<file path="src/hw/rtl/dmdp_pkg.sv">
`default_nettype none

package dmdp_pkg;

  // Fixed field widths.
  localparam int WORD_W  = 64;
  localparam int ROW_W   = 32;
  localparam int INDEX_W = 10;
  localparam int COLS_W  = 11;
  localparam int CFG_W   = 3;

  // Width used for column compares; holds any column count up to 65536.
  localparam int CNT_W = 17;

  // Step counter of the shared modular unit.
  localparam int STEP_W = 7;
  localparam logic [STEP_W-1:0] MUL_LAST      = 7'd4;
  localparam logic [STEP_W-1:0] STEPS_PRODUCT = 7'd127;
  localparam logic [STEP_W-1:0] STEPS_REDUCE  = 7'd63;

  localparam logic OP_LOAD    = 1'b0;
  localparam logic OP_ELEMENT = 1'b1;

  typedef enum logic [CFG_W-1:0] {
    REG_PRIME_ONE   = 3'd0,
    REG_PRIME_TWO   = 3'd1,
    REG_INVERSE_ONE = 3'd2,
    REG_INVERSE_TWO = 3'd3,
    REG_COLUMNS     = 3'd4
  } dmdp_reg_t;

  typedef enum logic [3:0] {
    S_IDLE,
    S_P1_GO,
    S_P1_WAIT,
    S_P2_GO,
    S_P2_WAIT,
    S_R1_GO,
    S_R1_WAIT,
    S_R2_GO,
    S_R2_WAIT,
    S_EMIT
  } dmdp_state_t;

  typedef enum logic [1:0] {
    U_IDLE,
    U_MUL,
    U_RED,
    U_DONE
  } dmdp_ustate_t;

  // Request to the shared modular unit.
  typedef struct packed {
    logic start;
    logic reduce_only;
  } dmdp_req_t;

  // Status from the shared modular unit.
  typedef struct packed {
    logic busy;
    logic done;
  } dmdp_stat_t;

endpackage

`default_nettype wire

</file>
<file path="src/hw/rtl/dmdp_modunit.sv">
`default_nettype none

// Shared modular unit. A product runs four 32x32 partial products into a
// 128-bit register, then reduces it one bit per cycle by shift and
// conditional subtract. A plain reduction skips the multiply and runs 64
// steps on the upper half of the shift register.
module dmdp_modunit (
  input  wire logic                 clk,
  input  wire logic                 rst,
  input  wire dmdp_pkg::dmdp_req_t  req,
  input  wire logic [63:0]          a,
  input  wire logic [63:0]          b,
  input  wire logic [63:0]          p,
  output logic      [63:0]          result,
  output dmdp_pkg::dmdp_stat_t      stat
);

  dmdp_pkg::dmdp_ustate_t state, state_next;

  logic [63:0]  opa;
  logic [63:0]  opb;
  logic [63:0]  pmod;
  logic [127:0] prod;
  logic [63:0]  pp;
  logic [dmdp_pkg::STEP_W-1:0] cnt;
  logic [63:0]  r;

  logic [31:0]  ma;
  logic [31:0]  mb;
  logic [63:0]  mfull;
  logic [127:0] pp_shifted;
  logic [63:0]  rs;
  logic [63:0]  r_next;

  // Operand halves for the partial product selected by the step count.
  always_comb begin
    unique case (cnt[1:0])
      2'd0: begin ma = opa[31:0];  mb = opb[31:0];  end
      2'd1: begin ma = opa[31:0];  mb = opb[63:32]; end
      2'd2: begin ma = opa[63:32]; mb = opb[31:0];  end
      default: begin ma = opa[63:32]; mb = opb[63:32]; end
    endcase
  end

  assign mfull = ma * mb;

  // The registered partial product is one step behind the count.
  always_comb begin
    unique case (cnt[2:0])
      3'd1:       pp_shifted = {64'd0, pp};
      3'd2, 3'd3: pp_shifted = {32'd0, pp, 32'd0};
      3'd4:       pp_shifted = {pp, 64'd0};
      default:    pp_shifted = '0;
    endcase
  end

  // One restoring step: a carry out of the shift forces the subtract.
  always_comb begin
    rs = {r[62:0], prod[127]};
    if (r[63] || rs >= pmod) begin
      r_next = rs - pmod;
    end else begin
      r_next = rs;
    end
  end

  assign result = (pmod < 64'd2) ? 64'd0 : r;

  always_ff @(posedge clk) begin
    if (rst) begin
      state <= dmdp_pkg::U_IDLE;
    end else begin
      state <= state_next;
    end
  end

  always_comb begin
    state_next = state;
    stat.busy  = (state != dmdp_pkg::U_IDLE);
    stat.done  = (state == dmdp_pkg::U_DONE);
    unique case (state)
      dmdp_pkg::U_IDLE: begin
        if (req.start) begin
          state_next = req.reduce_only ? dmdp_pkg::U_RED : dmdp_pkg::U_MUL;
        end
      end
      dmdp_pkg::U_MUL: begin
        if (cnt == dmdp_pkg::MUL_LAST) begin
          state_next = dmdp_pkg::U_RED;
        end
      end
      dmdp_pkg::U_RED: begin
        if (cnt == '0) begin
          state_next = dmdp_pkg::U_DONE;
        end
      end
      default: begin
        state_next = dmdp_pkg::U_IDLE;
      end
    endcase
  end

  always_ff @(posedge clk) begin
    unique case (state)
      dmdp_pkg::U_IDLE: begin
        if (req.start) begin
          opa  <= a;
          opb  <= b;
          pmod <= p;
          r    <= '0;
          if (req.reduce_only) begin
            prod <= {a, 64'd0};
            cnt  <= dmdp_pkg::STEPS_REDUCE;
          end else begin
            prod <= '0;
            cnt  <= '0;
          end
        end
      end
      dmdp_pkg::U_MUL: begin
        pp   <= mfull;
        prod <= prod + pp_shifted;
        if (cnt == dmdp_pkg::MUL_LAST) begin
          cnt <= dmdp_pkg::STEPS_PRODUCT;
        end else begin
          cnt <= cnt + 1'b1;
        end
      end
      dmdp_pkg::U_RED: begin
        r    <= r_next;
        prod <= {prod[126:0], 1'b0};
        cnt  <= cnt - 1'b1;
      end
      default: begin
      end
    endcase
  end

endmodule

`default_nettype wire

</file>
<file path="config.mk">
export PLATFORM = sky130hd
export DESIGN_NAME = dmdp_modunit
export DESIGN_NICKNAME = d
export VERILOG_FILES = /design/src/hw/rtl/dmdp_pkg.sv /design/src/hw/rtl/dmdp_modunit.sv
export SDC_FILE = /design/constraint.sdc
export NUM_CORES = 2
export LEC_CHECK = 0
export BUFFER_PORTS_ARGS = -buffer_cell sky130_fd_sc_hd__buf_2
export CAP_MARGIN = 40
export CELL_PAD_IN_SITES_DETAIL_PLACEMENT = 1
export CELL_PAD_IN_SITES_GLOBAL_PLACEMENT = 1
export CORE_MARGIN = 5
export CORE_UTILIZATION = 35
export CTS_CLUSTER_DIAMETER = 40
export DETAILED_ROUTE_END_ITERATION = 10
export GPL_ROUTABILITY_DRIVEN = 0
export GPL_TIMING_DRIVEN = 0
export PLACE_DENSITY = 0.72
export SYNTH_ARGS = -nofsm -noshare
export SYNTH_HDL_FRONTEND = slang
export SYNTH_SLANG_ARGS = --single-unit
</file>
<file path="constraint.sdc">
create_clock -name clk -period 18.7 [get_ports clk]
set_input_delay 1.87 -clock clk [delete_from_list [all_inputs] [get_ports clk]]
set_output_delay 1.87 -clock clk [all_outputs]
set_load 0.01 [all_outputs]
</file>
==> qor.yml <==
logic_synthesis:
  synth_edf_count: 455
  synthCells: 7015
  syn-num-nets: 8573
  syn_avg_cell_area_um2: 9.09
  synth.cell_area_um2: 63800
  ys.flop_type: "edfxtp_1"
  synth-async-reset-ratio_pct: 0
  ys_seq_area_share_pct: 21.5
  synth-seq-cells: 457
  yosys_warnings: 0
  post_synth_num_cell_types: 90
layout:
  synthToLayoutAreaGrowth_pct: 15.0
  drive_gt1_share_pct: 9.05
  nets: 9072
floorplanning:
  initial_core_util_pct: 35.2
  die_w_um: 437
  core_um2: 181000
  die_y_um: 437
  die-area_um2: 191000
  ios: 262
  rows: 156
hold_path:
  hold_class: "reg -> reg"
clocking:
  cts_tree: "done"
  clk_pin_slew_ps: 50
  post_cts_resized: 0
  cts_root_buffer: "clkbuf_16"
  htree_levels: 3
  clockBufferDepth: 3
  cts_buffers: 100
  hold_buffers: 0
  clock_latency_ps: 770
  clkSinkCount: 457
  cts_setup_buffers: 0
status:
  status: "completed"
timing:
  fin_crit_ps: 12860
  fin_crit_sh_pct: 68.8
  final_hold_viol_count: 0
  rsz0062_at_grt: "false"
  finClkSkew_ps: 58.5
  tns_ps: 0
  worst_pin_slew_ps: 1030
  timing.fmax_ghz: 0.0777
  finalSetupViolCount: 0
  max_slew_margin_pct: 30.8
  final_max_slew_viol_count: 0
worst_setup_path:
  cp.arrival_ps: 13350
  crit_slowest_cell: "o41ai_2"
  slowest_delay_ps: 920
  crit_type: "reg -> reg"
  endpoint_kind: "register"
  critPathMaxFanout: 10
  cp.required_ps: 19190
  cp_common_cell: "fa_1"
  worstSetupStartpointType: "register"
routing:
  vias_per_cell: 5.75
  ant_nets: 0
  vias: 57400
  drc: 0
  drt-pass1-iter-count: 6
  routed_wl_um: 278000
  wl_per_cell_um: 27.9
  drt_iter0_drc: 5564
grt:
  grt_max_degree: 69
  antenna_found_initial: 10
  grt_pass1_vias: 61500
  overflow: 0
  grt_first_pass_wirelength_um: 403000
  grtUsageTotal_pct: 28.4
flow_run:
  cap_violations: 0
place:
  hpwlAfterDp_um: 234000
  port_buffers: 261
cell usage after synthesis, drive strengths merged (7+ instances only):
cell type,n,area share [%]
a2111oi,9,0.14
a211o,13,0.18
a211oi,23,0.28
a21boi,12,0.14
a21o,148,1.7
a21oi,404,3.2
a221o,9,0.14
a221oi,14,0.20
a22o,67,0.92
a22oi,56,0.66
a31oi,28,0.28
and2,51,0.50
and3,57,0.56
and4,11,0.15
buf,28,0.26
clkbuf,333,2.0
edfxtp,455,21
fa,898,28
ha,464,9.1
inv,1014,6.0
mux2,62,1.1
mux2i,71,1.1
nand2,808,4.8
nand2b,30,0.29
nand3,61,0.51
nand3b,8,0.094
nand4,110,1.1
nor2,816,4.8
nor2b,85,0.83
nor3,62,0.49
nor4,32,0.31
o211ai,21,0.25
o21a,17,0.20
o21ai,297,2.3
o21bai,74,0.87
o221ai,9,0.12
o31a,7,0.096
o31ai,25,0.29
o41ai,8,0.13
or2,8,0.078
or3,13,0.13
xnor2,132,1.8
xor2,95,1.3
worst max-delay path: cells and delay by family, from the launching register on:
family | cells | cell delay, ps
mux | 1 | 650
compound gates | 6 | 2650
fa+ha+maj | 10 | 4830
buf+inv | 10 | 2220
simple gates | 6 | 1770
flops | 1 | 450
area by class of cell:
cell class,count,area (um^2)
multi-input cells,5183,44900
well taps,2370,2970
diodes,9,22.5
repair buffers,397,3040
clock buffers,105,2520
inverters,1014,3810
clock inverters,85,900
plain buffers,361,1420
fillers,21000,108000
flip-flops and latches,457,13700
cell usage in the layout (no fill, tap or decap), types with 63 or more instances in the layout:
cell type,count
inv_1,1013
buf_6,63
nor2b_1,85
o21bai_1,74
o21ai_0,286
edfxtp_1,455
xor2_1,95
a22o_1,67
buf_2,273
xnor2_1,132
a21o_1,147
nand2_1,808
a21oi_1,403
clkbuf_1,338
nand4_1,110
clkbuf_16,100
ha_1,463
fa_1,898
nor2_1,815
kinds of logic after synthesis:
group | after synthesis | synth area share [%]
multiplexers | 133 | 2.21
AND/OR/NAND/NOR | 2166 | 14.8
flip-flops | 457 | 21.5
XOR/XNOR | 227 | 3.12
buffers and inverters | 1375 | 8.19
adder cells (fa/ha/maj) | 1362 | 37.3
AO/OA/AOI/OAI | 1295 | 12.9
sequential cells by signal (all words and copies together), names as in the netlist:
signal and cells:
opb 64, prod 128, pp 64, opa 64, state 2, cnt 7
r 64, pmod 64
path summary, 6_finish.rpt:
kind	from	end	slack, ps	cells past startpoint
worst max-delay path	cnt[0]	pp[63]	5840	33
worst min-delay path	prod[16]	prod[17]	570	2
worst max register to register	cnt[0]	pp[63]	5840	33
worst min register to register	prod[16]	prod[17]	570	2
per-stage QoR:
step	hold slack, ps	cell area (um^2)	worst slack, ps	utilization, %	cells
CTS	556	73200	6160	40.5	9967
global route	590	73300	5810	40.5	9972
detailed placement	555	69800	6180	38.6	9777
floorplan	529	63800	9150	-	7015
global placement	540	68000	5310	37.6	9646
finish	568	73300	5840	40.5	9981
per-layer routing:
metal	global-route usage, %	vias to the layer above	share of wire (%)	routed length, um
li1	-	24300	-	-
met1	34.0	29100	37	102000
met2	44.5	3006	44	123000
met3	6.77	1008	9.6	26700
met4	21.2	2	9.3	25900
met5	0	-	0.0047	13
Power is left out: the tool's default activity adds up to more than one toggle a clock period on the data nets, which glitch-free logic cannot reach.
